$ cat src/design/rqdf_pkg.sv
// Shared constants, command and status codes, and transaction layouts for the ring queue.
package rqdf_pkg;

    localparam int DEPTH          = 16;
    localparam int SLOT_W         = $clog2(DEPTH);
    localparam int CNT_W          = $clog2(DEPTH + 1);
    localparam int VALUE_W        = 32;
    localparam int CMD_W          = 3;
    localparam int DATA_WIDTH_DEF = 32;

    localparam int IN_FIELDS_W  = VALUE_W + SLOT_W;
    localparam int IN_TDATA_W   = ((IN_FIELDS_W + 7) / 8) * 8;
    localparam int OUT_FIELDS_W = VALUE_W + SLOT_W + 1 + 2 + CNT_W + 1;
    localparam int OUT_TDATA_W  = ((OUT_FIELDS_W + 7) / 8) * 8;

    typedef enum logic [CMD_W-1:0] {
        CMD_PUSH  = 3'd0,
        CMD_POP   = 3'd1,
        CMD_PEEK  = 3'd2,
        CMD_DROP  = 3'd3,
        CMD_FIND  = 3'd4,
        CMD_COUNT = 3'd5
    } t_cmd;

    typedef enum logic [1:0] {
        ST_OK       = 2'd0,
        ST_EMPTY    = 2'd1,
        ST_FULL     = 2'd2,
        ST_BAD_SLOT = 2'd3
    } t_status;

    typedef struct packed {
        logic [IN_TDATA_W-IN_FIELDS_W-1:0] pad;
        logic [SLOT_W-1:0]                 slot_index;
        logic [VALUE_W-1:0]                item_value;
    } t_in_item;

    typedef struct packed {
        logic [OUT_TDATA_W-OUT_FIELDS_W-1:0] pad;
        logic                                queue_empty;
        logic [CNT_W-1:0]                    occupancy;
        t_status                             status;
        logic                                found;
        logic [SLOT_W-1:0]                   result_slot;
        logic [VALUE_W-1:0]                  result_value;
    } t_result;

    typedef struct packed {
        logic load;
        logic shift_dn;
        logic shift_up;
    } t_cell_ctrl;

endpackage

$ cat src/design/ring_queue_with_drop_and_find_core.sv
// Top level of the ring queue with push, pop, peek, drop by slot, find by value and count.
//
// Commands arrive on the s_axis channel: tuser carries the command code and tdata the
// pushed or searched word and the slot to drop. Every command transaction produces
// exactly one result transaction on the m_axis channel with the returned word, the
// matching slot, the found flag, a status code, the occupancy and the empty flag.
// The queue is a row of identical cells, one per physical slot. A drop closes the gap
// by moving one side of the queue by one cell: the tail side when the entries from the
// dropped slot to the tail do not wrap, else the head side. Find compares every cell
// at once and picks the first occupied match counted from the head. The result is
// registered and appears in the cycle after the command is accepted. A new command is
// taken in every cycle while the output register is empty or its result is taken in the
// same cycle, so the block sustains one command per cycle. When the receiver stalls, the
// result is held and s_axis_tready drops until it is taken. Reset empties the queue and
// clears the output valid flag; the stored words and the result fields are not cleared.
module ring_queue_with_drop_and_find_core #(
    parameter int DATA_WIDTH = rqdf_pkg::DATA_WIDTH_DEF
) (
    input  logic                             i_clk,
    input  logic                             i_rst_n,
    input  logic                             s_axis_tvalid,
    output logic                             s_axis_tready,
    // item_value, slot_index, zero pad
    input  logic [rqdf_pkg::IN_TDATA_W-1:0]  s_axis_tdata,
    // cmd
    input  logic [rqdf_pkg::CMD_W-1:0]       s_axis_tuser,
    output logic                             m_axis_tvalid,
    input  logic                             m_axis_tready,
    // result_value, result_slot, found, status, occupancy, queue_empty, zero pad
    output logic [rqdf_pkg::OUT_TDATA_W-1:0] m_axis_tdata
);
    import rqdf_pkg::*;

    logic [SLOT_W-1:0] r_head;
    logic [SLOT_W-1:0] r_tail;
    logic [CNT_W-1:0]  r_count;
    logic [SLOT_W-1:0] n_head;
    logic [SLOT_W-1:0] n_tail;
    logic [CNT_W-1:0]  n_count;
    logic              r_out_valid;
    t_result           r_res;
    t_result           n_res;

    t_in_item              in_item;
    t_cmd                  cmd;
    logic                  accept;
    logic [SLOT_W-1:0]     last;
    logic [SLOT_W-1:0]     idx;
    logic                  full;
    logic                  empty;
    logic                  idx_occ;
    logic                  is_head;
    logic                  is_last;
    logic                  down_side;
    logic                  push_go;
    logic                  drop_go;
    logic                  drop_dn;
    logic                  drop_up;
    logic [SLOT_W-1:0]     rd_addr;
    logic [DATA_WIDTH-1:0] rd_data;
    logic [DATA_WIDTH-1:0] key;
    logic [DEPTH-1:0]      match;
    logic [DEPTH-1:0]      occ;
    logic [DEPTH-1:0]      hit;
    logic [DEPTH-1:0]      hit_hi;
    logic [SLOT_W-1:0]     sel_lo;
    logic [SLOT_W-1:0]     sel_hi;
    logic [DATA_WIDTH-1:0] cell_data [DEPTH];
    t_cell_ctrl            cell_ctrl [DEPTH];

    assign in_item       = t_in_item'(s_axis_tdata);
    assign cmd           = t_cmd'(s_axis_tuser);
    assign s_axis_tready = i_rst_n && (!r_out_valid || m_axis_tready);
    assign accept        = s_axis_tvalid && s_axis_tready;
    assign key           = DATA_WIDTH'(in_item.item_value);
    assign idx           = in_item.slot_index;
    assign last          = r_tail - 1'b1;
    assign full          = (r_count == CNT_W'(DEPTH));
    assign empty         = (r_count == '0);
    assign idx_occ       = ({1'b0, SLOT_W'(idx - r_head)} < r_count);
    assign is_head       = (idx == r_head);
    assign is_last       = (idx == last);
    assign down_side     = (r_head < last) || (idx < last);
    assign drop_dn       = drop_go && !is_head && !is_last && down_side;
    assign drop_up       = drop_go && !is_head && !is_last && !down_side;
    assign rd_addr       = (cmd == CMD_DROP) ? idx : r_head;
    assign rd_data       = cell_data[rd_addr];

    for (genvar j = 0; j < DEPTH; j++) begin : g_cell
        localparam int UP = (j + 1) % DEPTH;
        localparam int DN = (j + DEPTH - 1) % DEPTH;

        assign cell_ctrl[j].load     = accept && push_go && (r_tail == SLOT_W'(j));
        assign cell_ctrl[j].shift_dn = accept && drop_dn
                                       && (SLOT_W'(j) >= idx) && (SLOT_W'(j) < last);
        assign cell_ctrl[j].shift_up = accept && drop_up
                                       && (SLOT_W'(j) > r_head) && (SLOT_W'(j) <= idx);
        assign occ[j]    = ({1'b0, SLOT_W'(SLOT_W'(j) - r_head)} < r_count);
        assign hit_hi[j] = hit[j] && (SLOT_W'(j) >= r_head);

        rqdf_cell #(
            .DATA_WIDTH (DATA_WIDTH)
        ) u_cell (
            .i_clk   (i_clk),
            .i_ctrl  (cell_ctrl[j]),
            .i_key   (key),
            .i_above (cell_data[UP]),
            .i_below (cell_data[DN]),
            .o_data  (cell_data[j]),
            .o_match (match[j])
        );
    end

    assign hit = match & occ;

    always_comb begin
        sel_lo = '0;
        sel_hi = '0;
        for (int j = DEPTH - 1; j >= 0; j--) begin
            if (hit[j]) begin
                sel_lo = SLOT_W'(j);
            end
            if (hit_hi[j]) begin
                sel_hi = SLOT_W'(j);
            end
        end
    end

    always_comb begin
        n_head  = r_head;
        n_tail  = r_tail;
        n_count = r_count;
        push_go = 1'b0;
        drop_go = 1'b0;
        n_res   = '0;
        n_res.status = ST_OK;
        case (cmd)
            CMD_PUSH: begin
                if (full) begin
                    n_res.status = ST_FULL;
                end else begin
                    push_go = 1'b1;
                    n_tail  = r_tail + 1'b1;
                    n_count = r_count + 1'b1;
                end
            end
            CMD_POP, CMD_PEEK: begin
                if (empty) begin
                    n_res.status = ST_EMPTY;
                end else begin
                    n_res.result_value = VALUE_W'(rd_data);
                    if (cmd == CMD_POP) begin
                        n_head  = r_head + 1'b1;
                        n_count = r_count - 1'b1;
                    end
                end
            end
            CMD_DROP: begin
                if (empty) begin
                    n_res.status = ST_EMPTY;
                end else if (!idx_occ) begin
                    n_res.status = ST_BAD_SLOT;
                end else begin
                    n_res.result_value = VALUE_W'(rd_data);
                    drop_go = 1'b1;
                    n_count = r_count - 1'b1;
                    if (is_head) begin
                        n_head = r_head + 1'b1;
                    end else if (is_last || down_side) begin
                        n_tail = r_tail - 1'b1;
                    end else begin
                        n_head = r_head + 1'b1;
                    end
                end
            end
            CMD_FIND: begin
                n_res.found       = |hit;
                n_res.result_slot = (|hit_hi) ? sel_hi : sel_lo;
            end
            default: begin
            end
        endcase
        n_res.occupancy   = n_count;
        n_res.queue_empty = (n_count == '0);
    end

    always_ff @(posedge i_clk) begin
        if (!i_rst_n) begin
            r_head      <= '0;
            r_tail      <= '0;
            r_count     <= '0;
            r_out_valid <= 1'b0;
        end else begin
            if (accept) begin
                r_head      <= n_head;
                r_tail      <= n_tail;
                r_count     <= n_count;
                r_out_valid <= 1'b1;
            end else if (m_axis_tready) begin
                r_out_valid <= 1'b0;
            end
        end
    end

    always_ff @(posedge i_clk) begin
        if (accept) begin
            r_res <= n_res;
        end
    end

    assign m_axis_tvalid = r_out_valid;
    assign m_axis_tdata  = r_res;

endmodule

$ cat src/design/rqdf_cell.sv
// One queue storage cell: holds a word, loads it or takes it from a neighbor, compares it.
module rqdf_cell #(
    parameter int DATA_WIDTH = rqdf_pkg::DATA_WIDTH_DEF
) (
    input  logic                   i_clk,
    input  rqdf_pkg::t_cell_ctrl   i_ctrl,
    input  logic [DATA_WIDTH-1:0]  i_key,
    input  logic [DATA_WIDTH-1:0]  i_above,
    input  logic [DATA_WIDTH-1:0]  i_below,
    output logic [DATA_WIDTH-1:0]  o_data,
    output logic                   o_match
);
    import rqdf_pkg::*;

    logic [DATA_WIDTH-1:0] r_data;
    logic [DATA_WIDTH-1:0] n_data;

    always_comb begin
        n_data = r_data;
        if (i_ctrl.load) begin
            n_data = i_key;
        end else if (i_ctrl.shift_dn) begin
            n_data = i_above;
        end else if (i_ctrl.shift_up) begin
            n_data = i_below;
        end
    end

    always_ff @(posedge i_clk) begin
        r_data <= n_data;
    end

    assign o_data  = r_data;
    assign o_match = (r_data == i_key);

endmodule

$ cat config.mk
export PLATFORM = sky130hd
export DESIGN_NAME = ring_queue_with_drop_and_find_core
export DESIGN_NICKNAME = d
export VERILOG_FILES = /design/src/design/rqdf_pkg.sv /design/src/design/ring_queue_with_drop_and_find_core.sv /design/src/design/rqdf_cell.sv
export SDC_FILE = /design/constraint.sdc
export NUM_CORES = 2
export LEC_CHECK = 0
export ABC_AREA = 1
export BUFFER_PORTS_ARGS = -buffer_cell sky130_fd_sc_hd__buf_2
export CAP_MARGIN = 20
export CORE_UTILIZATION = 55
export CTS_BUF_LIST = sky130_fd_sc_hd__clkbuf_16
export CTS_CLUSTER_DIAMETER = 80
export DETAILED_ROUTE_END_ITERATION = 12
export GPL_ROUTABILITY_DRIVEN = 0
export PLACE_DENSITY = 0.8
export SLEW_MARGIN = 20
export SYNTH_ARGS = -nofsm -noshare
export SYNTH_HDL_FRONTEND = slang
export SYNTH_SLANG_ARGS = --single-unit
$ cat constraint.sdc
create_clock -name i_clk -period 18.8 [get_ports i_clk]
set_input_delay 0 -clock i_clk [delete_from_list [all_inputs] [get_ports i_clk]]
set_output_delay 0 -clock i_clk [all_outputs]
set_load 0.02 [all_outputs]
Word level (Yosys, flattened, before mapping). Index checks and enable logic that the tools add are counted.

Muxes and demuxes: 120. Bitwise logic cells: 2. Order comparisons: 100. Add/subtract/negate cells: 22. Reduce and logical (&&, ||, !) cells: 140. Equality and inequality tests: 46.

Operators with widths (number): 2-to-1 mux 32 bit (53); equality test 32 bit (16); 2-to-1 mux 4 bit (45); binary-select mux 32 bit (select 4 bit) (1); logical AND 1 bit (105); < comparator 4 x 5 -> 1 bit (17); greater-or-equal comparator 4 bit, first input constant (16); one-hot mux 32 bit (2 select lines) (1); nonzero test 3 bit (16); equality test 4 bit, second input constant (8); greater-or-equal comparator 3 x 4 -> 1 bit, first input constant (8); greater-than comparator 4 bit, first input constant (8); <= comparator 4 bit, first input constant (8); < comparator 4 bit, first input constant (8); OR reduction 16 bit (2); subtractor 4 bit, first input constant (8); 2-to-1 mux 5 bit (5); AND 16 bit (1); equality test 4 x 3 -> 1 bit, second input constant (4); greater-or-equal comparator 1 x 4 -> 1 bit, first input constant (4); greater-or-equal comparator 2 x 4 -> 1 bit, first input constant (4); greater-than comparator 3 x 4 -> 1 bit, first input constant (4); <= comparator 3 x 4 -> 1 bit, first input constant (4); < comparator 3 x 4 -> 1 bit, first input constant (4); other kinds (40) (80).

Bits in registers: 571. Bits of input ports: 47.

Logic depth before layout (Yosys ltp).
Word-level depth: 21. Gate-level depth with buffers: 27. Gate-level depth less buffers: 26.

Hierarchy. Synthesis repeated with hierarchy kept, for this count alone.

Cells, all modules: 6932. Area, all modules: 46106.7 µm².

By module, submodules not included: rqdf_cell (cells an instance 328, area an instance 2254.7 µm², instances 16); ring_queue_with_drop_and_find_core (cells an instance 1684, area an instance 10032.1 µm², instances 1).

Least setup slack after synthesis. Ideal clock, no wire load.

Path type: register to register. Start: reg r_head[1]. End: reg g_cell[8].u_cell.r_data[0], enable pin. Cell stages (with the launch flop): 20. Required time: 18.267 ns. Library setup time: 0.533 ns. Buffers on the path: 1. Slack: 11.527 ns. Arrival time: 6.739 ns. Cells stage by stage: dfxtp_1 > clkbuf_1 > inv_1 > ha_1 > nand2_1 > nor2_1 > a211oi_1 > xor2_1 > ha_1 > nand2_1 > nor2_1 > o21ai_2 > nand3_1 > nor2_2 > inv_2 > nor2_4 > nand4_2 > nor2_1 > inv_1 > o311ai_0.

Cells in the longest elaborated chain, start to end: 12. Elaborated cells on any way between the ends: 22. Classes of those cells: add/sub: 1; order compare: 3; eq/ne: 1; mux: 3; reduce/logical: 14.

Ends and longest elaborated chain: start: declaration (RTL line ring_queue_with_drop_and_find_core.sv:34) `logic [SLOT_W-1:0] r_head;`; start signal: assignment (RTL line ring_queue_with_drop_and_find_core.sv:195) `r_head <= n_head;`; subtractor 4 bit (RTL line ring_queue_with_drop_and_find_core.sv:80) `assign idx_occ = ({1'b0, SLOT_W'(idx - r_head)} < r_count);`; < comparator 4 x 5 -> 1 bit (RTL line ring_queue_with_drop_and_find_core.sv:80); 2-to-1 mux 1 bit (RTL line ring_queue_with_drop_and_find_core.sv:161) `end else if (!idx_occ) begin`; 2-to-1 mux 1 bit (RTL line ring_queue_with_drop_and_find_core.sv:159) `if (empty) begin`; 2-to-1 mux 1 bit (RTL line ring_queue_with_drop_and_find_core.sv:137) `case (cmd)`; logical AND 1 bit (2 in series) (RTL line ring_queue_with_drop_and_find_core.sv:84, ring_queue_with_drop_and_find_core.sv:85); logical AND 1 bit (on tied branches) (RTL line ring_queue_with_drop_and_find_core.sv:85, ring_queue_with_drop_and_find_core.sv:84); logical AND 1 bit (on tied branches) (RTL line ring_queue_with_drop_and_find_core.sv:96, ring_queue_with_drop_and_find_core.sv:94); logical AND 1 bit (on tied branches) (2 in series) (RTL line ring_queue_with_drop_and_find_core.sv:97, ring_queue_with_drop_and_find_core.sv:95); nonzero test 3 bit (no line) (*); end signal: assignment (RTL line rqdf_cell.sv:30) `r_data <= n_data;`; end: declaration (RTL line rqdf_cell.sv:15) `logic [DATA_WIDTH-1:0] r_data;`.

Every way passes the cells marked *; elsewhere a longest branch is shown, timed or not. A chain may end at the register's enable or synchronous reset.

Final worst setup path.
Start: reg r_head[2]. End: reg g_cell[7].u_cell.r_data[22], enable pin.

Cells in the longest elaborated chain, start to end: 12. Elaborated cells on any way between the ends: 22. Classes of those cells: add/sub: 1; order compare: 3; eq/ne: 1; mux: 3; reduce/logical: 14.

Ends and longest elaborated chain (RTL line): subtractor 4 bit (ring_queue_with_drop_and_find_core.sv:80); < comparator 4 x 5 -> 1 bit (ring_queue_with_drop_and_find_core.sv:80); 2-to-1 mux 1 bit (ring_queue_with_drop_and_find_core.sv:161); 2-to-1 mux 1 bit (ring_queue_with_drop_and_find_core.sv:159); 2-to-1 mux 1 bit (ring_queue_with_drop_and_find_core.sv:137); logical AND 1 bit (2 in series) (ring_queue_with_drop_and_find_core.sv:84, ring_queue_with_drop_and_find_core.sv:85); logical AND 1 bit (on tied branches) (ring_queue_with_drop_and_find_core.sv:85, ring_queue_with_drop_and_find_core.sv:84); logical AND 1 bit (on tied branches) (ring_queue_with_drop_and_find_core.sv:96, ring_queue_with_drop_and_find_core.sv:94); logical AND 1 bit (on tied branches) (2 in series) (ring_queue_with_drop_and_find_core.sv:97, ring_queue_with_drop_and_find_core.sv:95); nonzero test 3 bit (no line) (*); end signal: assignment (rqdf_cell.sv:30); end: declaration (rqdf_cell.sv:15).

Marks and branches as above.

==> metrics.log <==
[metrics] number of remaining DRC errors: 0
[metrics] proportion of layout cells with a drive suffix above 1: 6.66%
[metrics] Die W: 278 microns
[metrics] proportion of power drawn by flip-flops and latches: 45.3%
[metrics] part of the power in combinational logic: between 10% and 20%
[metrics] Setup Total Neg Slack: 0 ns
[metrics] Final #Nets: 5409
[metrics] total routing resource utilization after global routing: 40.8%
[metrics] number of ports placed on the die boundary: a little under 100
[metrics] HPWL reported at the end of detailed placement: 109000 microns
[metrics] max_cap viols: 0
[metrics] Leak: 18.2 nW
[metrics] total overflow reported by the global router: 0
[metrics] Iteration-0 DRC Markers: 8768
[metrics] mean post-synth cell area: ~7.6 sq um
[metrics] maximum resistive drop on vdd: about 0.066 mV
[metrics] PostCTS Resize Cnt: 0
[metrics] Tightest Hold Check Type: input port to flip-flop
[metrics] synthesized instance count: 5504
[metrics] total CTS buffers: 69
[metrics] Clock Skew: slightly above 0.04 ns
[metrics] maximum number of buffers from clock root to sink: 3
[metrics] critical path arrival: around 6.3 ns
[metrics] total number of vias: around 43k
[metrics] detailed-routing iteration count for the pre-antenna-repair pass: 9
[metrics] internal power consumption: 2.24 mW
[metrics] first-pass GRT wire length: around 240000 microns
[metrics] capturing element type of the critical path: flip-flop
[metrics] commonest cells after routing, fill and taps aside: 1242 x sky130_fd_sc_hd__nand2_1, 756 x sky130_fd_sc_hd__o21ai_0, 570 x sky130_fd_sc_hd__inv_1, 557 x sky130_fd_sc_hd__edfxtp_1, 402 x sky130_fd_sc_hd__o211ai_1
[metrics] async set or reset register ratio after synthesis: 0%
[metrics] PnR worst setup slack: 12.80 ns
[metrics] clock-pin transition on the worst setup and hold timing paths: 0.06 ns
[metrics] shortest clock period the worst path allows after layout: 6.00 ns
[metrics] net switching power of the design: 843 uW
[metrics] number of synthesized register bits: 571
[metrics] Critical Path Fanout Max: 32
[metrics] sequential fraction of the synthesis area: 40.5%
[metrics] Layout Area Growth over Synthesis: 7.07%
[metrics] worst setup slack after placement: 12.35 ns
[metrics] CTS tree: built
[metrics] maximum number of pins on one net before global-route repair: 162
[metrics] portion of total power attributed to the clock network: 43.5%
[metrics] number of hold violations in the final report: 0
[metrics] count of warnings emitted by yosys: 0
[metrics] transition time of the tightest slew-check pin: 1.19 ns
[metrics] vertical die dimension: 278 microns
[metrics] critical path data required time: 19.07 ns
[metrics] number of flops mapped to enable cells by yosys: roughly 560
[metrics] library cell used as clock root buffer: sky130_fd_sc_hd__clkbuf_16
[metrics] DP Area: 42600 sq um
[metrics] vias in the first global route: between 30k and 40k
[metrics] area of the placeable core: 74900 sq um
[metrics] Fin Hold WS: between 0.03 and 0.04 ns
[metrics] headroom to the max-slew limit: 19.8%
[metrics] initial standard-cell utilization of the core: 56.0%
[metrics] number of placement rows: 100
[metrics] dominant register cell in the synthesized netlist: sky130_fd_sc_hd__edfxtp_1
[metrics] initial antenna violation count: 5
[metrics] total power: roughly 3.1 mW
[metrics] Post-Route WL: 163000 microns
[metrics] number of setup violations in the final report: 0
[metrics] outcome: completed
[metrics] power per standard cell area: just under 70 nW/um^2
[metrics] Final ANT Viol Nets: 0
[metrics] period utilisation layout: 31.9%
[metrics] post-route cell area: about 45000 sq um
[metrics] insertion delay to the later sink of the worst-skew pair: approximately 0.65 ns
[metrics] Unique masters post-synth: 56
[metrics] drt wl/cell: about 26 microns
[metrics] number of H-tree branching levels: 3
[metrics] cell area after technology mapping: approximately 42000 sq um
[metrics] Slew Viols, Final: 0
[metrics] RSZ-0062 raised after global routing: no
[metrics] startpoint-to-endpoint class of the critical path: flip-flop to flip-flop
[metrics] commonest non-fill, non-tap cell in the layout: sky130_fd_sc_hd__nand2_1
[metrics] upper clock frequency limit: 167 MHz
[metrics] Via-to-Cell Ratio: 6.79
[metrics] count of input and output buffers: 89
[metrics] switching power as a share of total power: 27.4%
[metrics] Total Die Area: 77400 sq um
[metrics] clk sink count: 571
[metrics] startpoint kind of the worst setup timing path: flip-flop
-- Yosys cell counts, types with 38 or more instances --
cell | n | area, sq um
sky130_fd_sc_hd__inv_1 | 562 | 2110
sky130_fd_sc_hd__xnor2_1 | 114 | 998
sky130_fd_sc_hd__clkbuf_1 | 278 | 1040
sky130_fd_sc_hd__a21oi_1 | 243 | 1220
sky130_fd_sc_hd__nor4_1 | 45 | 282
sky130_fd_sc_hd__ha_1 | 62 | 776
sky130_fd_sc_hd__a31oi_1 | 38 | 238
sky130_fd_sc_hd__nand3_1 | 101 | 505
sky130_fd_sc_hd__a211oi_1 | 69 | 518
sky130_fd_sc_hd__o21ai_1 | 51 | 255
sky130_fd_sc_hd__nor2_1 | 263 | 987
sky130_fd_sc_hd__edfxtp_1 | 557 | 16700
sky130_fd_sc_hd__o22ai_1 | 127 | 795
sky130_fd_sc_hd__xor2_1 | 129 | 1130
sky130_fd_sc_hd__nand4_1 | 128 | 801
sky130_fd_sc_hd__buf_2 | 153 | 766
sky130_fd_sc_hd__o21ai_0 | 756 | 3780
sky130_fd_sc_hd__nand2_1 | 1248 | 4680
sky130_fd_sc_hd__o211ai_1 | 402 | 3020
-- final timing paths --
kind	start	end	slack, ns	cells past startpoint
worst min-delay path	s_axis_tdata[29]	g_cell[0].u_cell.o_data[29]$_DFFE_PP_	0.04	4
worst min register to register	r_tail[2]$_SDFFE_PN0P_	r_tail[2]$_SDFFE_PN0P_	0.61	2
worst max register to register	r_head[2]$_SDFFE_PN0P_	g_cell[7].u_cell.o_data[22]$_DFFE_PP_	12.80	22
worst max-delay path	r_head[2]$_SDFFE_PN0P_	g_cell[7].u_cell.o_data[22]$_DFFE_PP_	12.80	22
-- cell families after synthesis --
logic type / share of synthesized area, %
AND/OR/NAND/NOR: 18.2
AO/OA/AOI/OAI: 24.4
buffers and inverters: 9.89
flip-flops: 40.5
XOR/XNOR: 5.07
adder cells (fa/ha/maj): 1.90
other: 0.00893
-- flip-flops by register name (all words and copies together) (netlist names) --
register and cells:
g_cell.u_cell.o_data 512, m_axis_tdata 45, m_axis_tvalid 1, r_count 5, r_head 4, r_tail 4
-- cell type report --
| type | count | area [sq um] |
|---|---|---|
| tap | 969 | 1210 |
| clock buffer | 72 | 1800 |
| fill | 6461 | 30000 |
| multi-input combinational | 3893 | 21100 |
| inverter | 580 | 2180 |
| clock inverter | 49 | 375 |
| timing repair buffer | 184 | 1220 |
| antenna | 3 | 7.51 |
| sequential | 571 | 17000 |
-- power groups by stage --
stage | registers [mW] | logic (mW) | clock network (mW)
final | 1.39 | 0.347 | 1.34
after global routing | 1.40 | 0.359 | 1.37
after CTS | 1.39 | 0.321 | 1.33
after detailed placement | 1.42 | 0.317 | 0
after global placement | 1.42 | 0.312 | 0
after floorplan | 1.43 | 0.202 | 0
-- metal layers --
layer  share of wire, %  GRT usage, %  vias to the layer above  wire, microns
li1                   -             -                    18800              -
met1                 34          53.8                    19400          55800
met2                 39          55.6                     4030          63200
met3                 19          16.5                      685          31500
met4                7.3          24.4                        4          11900
met5              0.066         0.813                        -            107
-- timing repair --
| action | 4_1_cts | 5_1_grt |
|---|---|---|
| hold endpoints to repair | 24 | 0 |
| hold buffers | 12 | 0 |
| buffers inserted | 0 | 0 |
| endpoints found under the setup margin | 0 | 0 |
-- critical path, cell delays in order, from the launching register on --
cell and delay (ns):
sky130_fd_sc_hd__dfxtp_1 0.77, sky130_fd_sc_hd__inv_1 0.33, sky130_fd_sc_hd__ha_1 0.41, sky130_fd_sc_hd__nand2_1 0.09, sky130_fd_sc_hd__nor2_1 0.04, sky130_fd_sc_hd__a211oi_1 0.21, sky130_fd_sc_hd__xor2_1 0.20, sky130_fd_sc_hd__ha_1 0.25
sky130_fd_sc_hd__nand2_1 0.08, sky130_fd_sc_hd__nor2_1 0.06, sky130_fd_sc_hd__o21ai_2 0.05, sky130_fd_sc_hd__nand3_1 0.12, sky130_fd_sc_hd__nor2_2 0.11, sky130_fd_sc_hd__inv_2 0.07, sky130_fd_sc_hd__nor2_4 0.09, sky130_fd_sc_hd__nand4_2 0.11
sky130_fd_sc_hd__nor2_2 0.66, sky130_fd_sc_hd__inv_2 0.27, sky130_fd_sc_hd__nor3_4 0.33, sky130_fd_sc_hd__buf_6 0.26, sky130_fd_sc_hd__inv_1 0.44, sky130_fd_sc_hd__o211ai_1 0.23, sky130_fd_sc_hd__buf_4 0.43
-- stage by stage --
stage                     instances  util, %
after global placement         6184     56.8
after floorplan                5506        -
final                          6321     60.0
after CTS                      6317     59.9
after global routing           6318     60.0
after detailed placement       6184     56.8
(Power assumes the default switching activity.)
